==> config.mk <==
export PLATFORM = sky130hd
export DESIGN_NAME = gated_frequency_period_meter_unit
export DESIGN_NICKNAME = d
export VERILOG_FILES = /design/src/design/gfpm_pkg.sv /design/src/design/gfpm_div.sv /design/src/design/gfpm_bcd.sv /design/src/design/gated_frequency_period_meter_unit.sv
export SDC_FILE = /design/constraint.sdc
export NUM_CORES = 1
export LEC_CHECK = 0
export ABC_AREA = 0
export BUFFER_PORTS_ARGS = -buffer_cell sky130_fd_sc_hd__buf_2
export CORE_ASPECT_RATIO = 0.6
export CORE_MARGIN = 8
export CORE_UTILIZATION = 55
export DETAILED_ROUTE_END_ITERATION = 10
export PLACE_DENSITY = 0.77
export SYNTH_ARGS = -nofsm -noshare
export SYNTH_HDL_FRONTEND = slang
export SYNTH_HIERARCHICAL = 1
export SYNTH_SLANG_ARGS = --single-unit
export TNS_END_PERCENT = 1
==> constraint.sdc <==
create_clock -name clk -period 6.6 [get_ports clk]
set_clock_uncertainty 0.2 [all_clocks]
set_input_delay 0.99 -clock clk [delete_from_list [all_inputs] [get_ports clk]]
set_output_delay 0.99 -clock clk [all_outputs]
set_load 0.01 [all_outputs]
==> src/design/gfpm_pkg.sv <==
// Package: shared types, constants and helpers of the gated frequency and period meter.
package gfpm_pkg;

    localparam int COUNT_BITS     = 24;
    localparam int DISPLAY_DIGITS = 7;
    localparam int BCD_BITS       = 4 * DISPLAY_DIGITS;
    localparam int BLANK_BITS     = 3;
    localparam int PERIOD_BITS    = 20;
    localparam int GATE_BITS      = 18;
    localparam int PRESC_BITS     = 9;
    localparam int DIVIDEND_BITS  = 30;

    localparam logic [GATE_BITS-1:0]     GATE_RESET     = 18'd65536;
    localparam logic [PRESC_BITS-1:0]    PRESCALE_RESET = 9'd2;
    localparam logic [PRESC_BITS-1:0]    PRESCALE_MAX   = 9'd256;
    localparam logic [COUNT_BITS-1:0]    DISPLAY_MAX    = 24'd9999999;
    localparam logic [COUNT_BITS-1:0]    UNIT_LIMIT     = 24'd1000;
    localparam logic [DIVIDEND_BITS-1:0] NS_DIVIDEND    = 30'd1000000000;
    localparam logic [DIVIDEND_BITS-1:0] US_DIVIDEND    = 30'd1000000;

    // configuration register indexes
    localparam logic REG_GATE_LENGTH    = 1'b0;
    localparam logic REG_INPUT_PRESCALE = 1'b1;

    // status codes
    localparam logic [1:0] STATUS_OK        = 2'd0;
    localparam logic [1:0] STATUS_ZERO      = 2'd1;
    localparam logic [1:0] STATUS_OVERRANGE = 2'd2;

    typedef enum logic [1:0] {
        ST_IDLE,
        ST_DIV,
        ST_BCD,
        ST_OUT
    } state_t;

    // leading zero digits, the units digit is never blanked
    function automatic logic [BLANK_BITS-1:0] blank_count(input logic [BCD_BITS-1:0] bcd);
        logic [BLANK_BITS-1:0] n;
        logic                  seen;
        n    = '0;
        seen = 1'b0;
        for (int k = DISPLAY_DIGITS - 1; k > 0; k--)
        begin
            if (bcd[4*k +: 4] != 4'd0)
            begin
                seen = 1'b1;
            end
            if (!seen)
            begin
                n = n + 1'b1;
            end
        end
        return n;
    endfunction

endpackage

==> src/design/gfpm_div.sv <==
// Bit-serial restoring divider, one quotient bit per cycle.
module gfpm_div
    import gfpm_pkg::*;
(
    input  logic                     clk,
    input  logic                     rst_n,
    input  logic                     start,
    input  logic [DIVIDEND_BITS-1:0] dividend,
    input  logic [COUNT_BITS-1:0]    divisor,
    output logic [PERIOD_BITS-1:0]   quotient,
    output logic                     done
);

    logic                     busy_reg, busy_next;
    logic                     done_reg, done_next;
    logic [4:0]               cnt_reg, cnt_next;
    logic [COUNT_BITS-1:0]    rem_reg, rem_next;
    logic [DIVIDEND_BITS-1:0] quo_reg, quo_next;
    logic [COUNT_BITS-1:0]    dvs_reg, dvs_next;
    logic [COUNT_BITS:0]      trial;
    logic [COUNT_BITS:0]      diff;
    logic                     ge;

    // one trial subtraction per cycle
    assign trial = {rem_reg, quo_reg[DIVIDEND_BITS-1]};
    assign ge    = trial >= {1'b0, dvs_reg};
    assign diff  = trial - {1'b0, dvs_reg};

    always_comb
    begin
        busy_next = busy_reg;
        done_next = 1'b0;
        cnt_next  = cnt_reg;
        rem_next  = rem_reg;
        quo_next  = quo_reg;
        dvs_next  = dvs_reg;
        if (start)
        begin
            busy_next = 1'b1;
            cnt_next  = 5'(DIVIDEND_BITS - 1);
            rem_next  = '0;
            quo_next  = dividend;
            dvs_next  = divisor;
        end
        else if (busy_reg)
        begin
            rem_next = ge ? diff[COUNT_BITS-1:0] : trial[COUNT_BITS-1:0];
            quo_next = {quo_reg[DIVIDEND_BITS-2:0], ge};
            cnt_next = cnt_reg - 5'd1;
            if (cnt_reg == 5'd0)
            begin
                busy_next = 1'b0;
                done_next = 1'b1;
            end
        end
    end

    always_ff @(posedge clk or negedge rst_n)
    begin
        if (!rst_n)
        begin
            busy_reg <= 1'b0;
            done_reg <= 1'b0;
            cnt_reg  <= '0;
        end
        else
        begin
            busy_reg <= busy_next;
            done_reg <= done_next;
            cnt_reg  <= cnt_next;
        end
    end

    always_ff @(posedge clk)
    begin
        rem_reg <= rem_next;
        quo_reg <= quo_next;
        dvs_reg <= dvs_next;
    end

    assign quotient = quo_reg[PERIOD_BITS-1:0];
    assign done     = done_reg;

endmodule

==> src/design/gfpm_bcd.sv <==
// Bit-serial binary to BCD converter (shift and add three), one bit per cycle.
module gfpm_bcd
    import gfpm_pkg::*;
(
    input  logic                  clk,
    input  logic                  rst_n,
    input  logic                  start,
    input  logic [COUNT_BITS-1:0] value,
    output logic [BCD_BITS-1:0]   bcd,
    output logic                  done
);

    logic                  busy_reg, busy_next;
    logic                  done_reg, done_next;
    logic [4:0]            cnt_reg, cnt_next;
    logic [COUNT_BITS-1:0] val_reg, val_next;
    logic [BCD_BITS-1:0]   dig_reg, dig_next;
    logic [BCD_BITS-1:0]   adj;

    // add three to every digit of five or more before the shift
    always_comb
    begin
        for (int k = 0; k < DISPLAY_DIGITS; k++)
        begin
            adj[4*k +: 4] = (dig_reg[4*k +: 4] >= 4'd5) ? dig_reg[4*k +: 4] + 4'd3
                                                         : dig_reg[4*k +: 4];
        end
    end

    always_comb
    begin
        busy_next = busy_reg;
        done_next = 1'b0;
        cnt_next  = cnt_reg;
        val_next  = val_reg;
        dig_next  = dig_reg;
        if (start)
        begin
            busy_next = 1'b1;
            cnt_next  = 5'(COUNT_BITS - 1);
            val_next  = value;
            dig_next  = '0;
        end
        else if (busy_reg)
        begin
            dig_next = {adj[BCD_BITS-2:0], val_reg[COUNT_BITS-1]};
            val_next = {val_reg[COUNT_BITS-2:0], 1'b0};
            cnt_next = cnt_reg - 5'd1;
            if (cnt_reg == 5'd0)
            begin
                busy_next = 1'b0;
                done_next = 1'b1;
            end
        end
    end

    always_ff @(posedge clk or negedge rst_n)
    begin
        if (!rst_n)
        begin
            busy_reg <= 1'b0;
            done_reg <= 1'b0;
            cnt_reg  <= '0;
        end
        else
        begin
            busy_reg <= busy_next;
            done_reg <= done_next;
            cnt_reg  <= cnt_next;
        end
    end

    always_ff @(posedge clk)
    begin
        val_reg <= val_next;
        dig_reg <= dig_next;
    end

    assign bcd  = dig_reg;
    assign done = done_reg;

endmodule

==> src/design/gated_frequency_period_meter_unit.sv <==
// Sequence: a closing tick starts the divider, then both BCD converters, then the output load.
// Throughput: one sample per cycle while idle between gates; after a closing tick none is
// taken until the result is loaded (30 serial divider steps, 24 serial BCD steps, sequencing),
// and the load waits on any output stall; the divider and BCD shifters take one bit per cycle.
// Reset: asynchronous, active low; counters cleared, registers to 65536 and 2, output empty.
module gated_frequency_period_meter_unit
    import gfpm_pkg::*;
(
    input  logic                  clk,
    input  logic                  rst_n,
    input  logic                  cfg_we,
    input  logic                  cfg_addr,
    input  logic [GATE_BITS-1:0]  cfg_data,
    input  logic                  s_tvalid,
    output logic                  s_tready,
    input  logic [7:0]            s_tdata,   // [0] signal_edge, [1] ref_tick
    output logic                  m_tvalid,
    input  logic                  m_tready,
    // [23:0] event_count, [51:24] count_bcd, [54:52] count_blank,
    // [74:55] period_value, [102:75] period_bcd, [105:103] period_blank
    output logic [111:0]          m_tdata,
    output logic [2:0]            m_tuser    // [0] period_unit, [2:1] status
);

    state_t                  state_reg, state_next;
    logic [GATE_BITS-1:0]    gate_len_reg;
    logic [PRESC_BITS-1:0]   presc_reg;
    logic [7:0]              presc_cnt_reg, presc_cnt_next;
    logic [COUNT_BITS-1:0]   edge_cnt_reg, edge_cnt_next;
    logic [GATE_BITS-1:0]    gate_cnt_reg, gate_cnt_next;
    logic                    ovf_reg, ovf_next;
    logic [COUNT_BITS-1:0]   count_reg;
    logic                    cnt_ovf_reg;
    logic                    out_valid_reg;
    logic [111:0]            out_data_reg;
    logic [2:0]              out_user_reg;

    logic                    accept;
    logic                    sig_edge;
    logic                    ref_tick;
    logic [PRESC_BITS-1:0]   ratio;
    logic [GATE_BITS-1:0]    gate_eff;
    logic                    close;
    logic                    load;
    logic                    div_done;
    logic                    bcd_done;
    logic                    bcd_p_done;
    logic [PERIOD_BITS-1:0]  quotient;
    logic [PERIOD_BITS-1:0]  period;
    logic [COUNT_BITS-1:0]   count_sat;
    logic [BCD_BITS-1:0]     count_bcd;
    logic [BCD_BITS-1:0]     period_bcd;
    logic                    unit;
    logic [1:0]              status;

    assign accept   = s_tvalid && s_tready;
    assign sig_edge = s_tdata[0];
    assign ref_tick = s_tdata[1];

    // effective prescale ratio and gate length
    always_comb
    begin
        priority if (presc_reg == '0)
            ratio = PRESC_BITS'(1);
        else if (presc_reg > PRESCALE_MAX)
            ratio = PRESCALE_MAX;
        else
            ratio = presc_reg;
        gate_eff = (gate_len_reg == '0) ? GATE_BITS'(1) : gate_len_reg;
    end

    // prescaler, event counter and gate counter
    always_comb
    begin
        presc_cnt_next = presc_cnt_reg;
        edge_cnt_next  = edge_cnt_reg;
        gate_cnt_next  = gate_cnt_reg;
        ovf_next       = ovf_reg;
        close          = 1'b0;
        if (accept && sig_edge)
        begin
            if ({1'b0, presc_cnt_reg} + 9'd1 >= ratio)
            begin
                presc_cnt_next = '0;
                if (edge_cnt_reg == '1)
                begin
                    ovf_next = 1'b1;
                end
                else
                begin
                    edge_cnt_next = edge_cnt_reg + 1'b1;
                    if (edge_cnt_next == '1)
                    begin
                        ovf_next = 1'b1;
                    end
                end
            end
            else
            begin
                presc_cnt_next = presc_cnt_reg + 8'd1;
            end
        end
        if (accept && ref_tick)
        begin
            if ({1'b0, gate_cnt_reg} + 19'd1 < {1'b0, gate_eff})
            begin
                gate_cnt_next = gate_cnt_reg + 1'b1;
            end
            else
            begin
                close = 1'b1;
            end
        end
    end

    // sequencer: next state
    always_comb
    begin
        state_next = state_reg;
        unique case (state_reg)
            ST_IDLE: if (close)    state_next = ST_DIV;
            ST_DIV:  if (div_done) state_next = ST_BCD;
            ST_BCD:  if (bcd_done) state_next = ST_OUT;
            ST_OUT:  if (load)     state_next = ST_IDLE;
            default: state_next = ST_IDLE;
        endcase
    end

    // sequencer: outputs
    always_comb
    begin
        s_tready = 1'b0;
        load     = 1'b0;
        unique case (state_reg)
            ST_IDLE: s_tready = 1'b1;
            ST_OUT:  load     = !out_valid_reg || m_tready;
            default: ;
        endcase
    end

    // result fields
    assign unit      = count_reg >= UNIT_LIMIT;
    assign period    = (count_reg == '0) ? '0 : quotient;
    assign count_sat = (count_reg > DISPLAY_MAX) ? DISPLAY_MAX : count_reg;

    always_comb
    begin
        priority if (count_reg == '0)
            status = STATUS_ZERO;
        else if (cnt_ovf_reg || count_reg > DISPLAY_MAX)
            status = STATUS_OVERRANGE;
        else
            status = STATUS_OK;
    end

    gfpm_div u_div (
        .clk      (clk),
        .rst_n    (rst_n),
        .start    (close),
        .dividend ((edge_cnt_next >= UNIT_LIMIT) ? NS_DIVIDEND : US_DIVIDEND),
        .divisor  (edge_cnt_next),
        .quotient (quotient),
        .done     (div_done)
    );

    gfpm_bcd u_bcd_count (
        .clk   (clk),
        .rst_n (rst_n),
        .start (div_done),
        .value (count_sat),
        .bcd   (count_bcd),
        .done  (bcd_done)
    );

    gfpm_bcd u_bcd_period (
        .clk   (clk),
        .rst_n (rst_n),
        .start (div_done),
        .value (COUNT_BITS'(period)),
        .bcd   (period_bcd),
        .done  (bcd_p_done)
    );

    // control registers
    always_ff @(posedge clk or negedge rst_n)
    begin
        if (!rst_n)
        begin
            state_reg     <= ST_IDLE;
            gate_len_reg  <= GATE_RESET;
            presc_reg     <= PRESCALE_RESET;
            presc_cnt_reg <= '0;
            edge_cnt_reg  <= '0;
            gate_cnt_reg  <= '0;
            ovf_reg       <= 1'b0;
            out_valid_reg <= 1'b0;
        end
        else
        begin
            state_reg <= state_next;
            if (cfg_we)
            begin
                unique case (cfg_addr)
                    REG_GATE_LENGTH:    gate_len_reg <= cfg_data;
                    REG_INPUT_PRESCALE: presc_reg    <= cfg_data[PRESC_BITS-1:0];
                    default: ;
                endcase
            end
            if (close)
            begin
                presc_cnt_reg <= '0;
                edge_cnt_reg  <= '0;
                gate_cnt_reg  <= '0;
                ovf_reg       <= 1'b0;
            end
            else
            begin
                presc_cnt_reg <= presc_cnt_next;
                edge_cnt_reg  <= edge_cnt_next;
                gate_cnt_reg  <= gate_cnt_next;
                ovf_reg       <= ovf_next;
            end
            if (load)
                out_valid_reg <= 1'b1;
            else if (m_tready)
                out_valid_reg <= 1'b0;
        end
    end

    // captured count and output register
    always_ff @(posedge clk)
    begin
        if (close)
        begin
            count_reg   <= edge_cnt_next;
            cnt_ovf_reg <= ovf_next;
        end
        if (load)
        begin
            out_data_reg <= {6'd0, blank_count(period_bcd), period_bcd, period,
                             blank_count(count_bcd), count_bcd, count_reg};
            out_user_reg <= {status, unit};
        end
    end

    assign m_tvalid = out_valid_reg;
    assign m_tdata  = out_data_reg;
    assign m_tuser  = out_user_reg;

    // checks
    a_busy_stalls: assert property (@(posedge clk) disable iff (!rst_n)
        (state_reg != ST_IDLE) |-> !s_tready)
        else $error("sample taken while a result is in progress");
    a_div_in_div: assert property (@(posedge clk) disable iff (!rst_n)
        div_done |-> (state_reg == ST_DIV))
        else $error("divider finished outside its phase");
    a_bcd_in_bcd: assert property (@(posedge clk) disable iff (!rst_n)
        bcd_done |-> (state_reg == ST_BCD) && bcd_p_done)
        else $error("BCD converters out of step");
    a_load_valid: assert property (@(posedge clk) disable iff (!rst_n)
        load |=> m_tvalid)
        else $error("loaded result not presented");

endmodule

==> qor.yml <==
run_status:
  status: "finished, final reports clean"
drt:
  routed_via_density: 5.91
  postRouteAntennaNets: 0
  wl_per_cell_um: 18.4
  post-route-drc-count: 0
  dr.pass1.iters: 6
  first_iter_violations: 1503
  wirelength_um: 48200
  vias: 15500
clock_tree:
  post_cts_buffers: 0
  clock_latency_ps: 540
  hold_buffers: 0
  cts_buffers: 40
  clkTransAtPathRegs_ps: 60
  clock-sinks: 417
  cts-root-buf: "clkbuf_16"
  tritoncts: "yes"
  cts_resized: 0
  htree_num_levels: 2
  cts_max_path_buffers: 3
floorplanning:
  die_area_um2: 45500
  start_util_pct: 55.2
  io_pins: 149
  die_x_um: 270
  rows: 56
  core_area_um2: 38600
  dieHeight_um: 169
global_routing:
  grt-ovfl-total: 0
  grt_pass1_wl_um: 78500
  grt_max_degree: 85
  antenna_found_initial: 0
  grt_pass1_vias: 15000
  grt.total_usage_pct: 20.5
layout:
  fin_nets: 2189
  drive_above_1_share_pct: 17.9
  antenna_cells: 0
  largest_reg_flops: 106
  design_area_um2: 23700
  area_growth_pct: 10.9
synth:
  syn_area_um2: 21300
  syn_avg_cell_area_um2: 10.9
  syn-instance-count: 1952
  ys_warn_count: 6
timing:
  period_share_pct: 81.3
  fmax_mhz: 186
  setup_viol: 0
  timing.hold.ws_ps: 286
  hold_viol_final: 0
  rsz0062_at_grt: "no"
  max-slew-margin-rel_pct: 22.5
  finalCriticalPeriod_ps: 5360
  fin_tns_setup_ps: 0
  final_max_slew_viol_count: 0
  tightest_slew_ps: 1160
min_path:
  hold_path.class: "in -> async"
worst_setup_path:
  critPathMaxFanout: 23
  end_kind: "flop"
  cp-start-kind: "flop"
  required_ps: 6690
  arrival_ps: 5450
  criticalPathCategory: "reg -> reg"
power:
  p_leak_nw: 8.93
  powerDensity_nw_per_um2: 221
  ir_worst_vdd_mv: 0.161
placed_design:
  portBuffers: 136
  hpwlAfterDp_um: 33700
  place_area_um2: 22300
  gp_congestion: 0.953
flow_run:
  cap_violations: 0
-- critical path, cell delays in order (launching register included) --
cell and delay (ps):
dfrtp_1 420, ha_1 260, nand3_1 150, nor2_1 220, xor2_1 220, ha_1 280
a21oi_1 150, o21ai_0 160, a22oi_2 930, buf_4 320, or4_1 160, nand4_1 130
nor4_1 610, nand3_1 480, mux2_2 410
-- cells in the final DEF (no fill, tap or decap), types with 22 or more instances in the layout --
master       n
inv_1      121
conb_1      28
a21oi_1     97
buf_2      135
clkbuf_16   40
mux2_2      91
edfxtp_1   236
nand4_1     45
or4_1       22
nor2_1      94
a21o_1      23
nand3_1     55
nand2_1    165
nand2b_1    40
o21ai_0     98
xor2_1      23
nor3_1      37
ha_1        96
dfxtp_1     80
nor2b_1     40
xnor2_1     47
dfrtp_1     97
-- routing by layer --
| layer | part of all wire [%] | vias up | wire (um) | GRT usage (%) |
|---|---|---|---|---|
| met5 | 0 | - | 0 | 0 |
| met4 | 1.4 | 0 | 669 | 3.97 |
| met3 | 6.7 | 65 | 3210 | 3.85 |
| met2 | 45 | 546 | 21700 | 32.3 |
| met1 | 47 | 7522 | 22600 | 29.7 |
| li1 | - | 7322 | - | - |
-- worst paths after layout --
check	cells after the start	slack (ps)	to	start
setup / recovery	14	1240	u_div/quo_reg[23]	presc_cnt_reg[0]
hold / removal	1	290	gate_len_reg[10]	rst_n
setup reg to reg	14	1240	u_div/quo_reg[23]	presc_cnt_reg[0]
hold reg to reg	0	290	m_tdata[49]	u_bcd_count/bcd[25]
max in group asynchronous	2	4690	u_div/done	rst_n
min in group clk	0	290	m_tdata[49]	u_bcd_count/bcd[25]
-- final cells by class --
| type | count | area, um^2 |
|---|---|---|
| clock buffers | 51 | 1100 |
| clock inverters | 22 | 240 |
| fillers | 3086 | 15000 |
| inverters | 122 | 458 |
| multi-input cells | 1325 | 9150 |
| flip-flops and latches | 417 | 11200 |
| well taps | 522 | 653 |
| repair buffers | 154 | 831 |
-- through the flow --
stage,std cells,util (%),power (W),setup slack [ps]
after floorplan,1978,-,0.00288,471
after global placement,2540,57.8,0.00292,1570
after detailed placement,2540,57.8,0.00293,1420
after CTS,2613,61.3,0.00527,1340
after global routing,2613,61.3,0.00539,807
final,2613,61.3,0.00523,1240
-- where the power goes --
part	switching [W]	total (W)	internal, W
combinational	0.0000740	0.000114	0.0000404
clock	0.000997	0.00235	0.00135
sequential	0.0000161	0.00276	0.00275
Note: power is estimated with default switching activity, not from simulation.
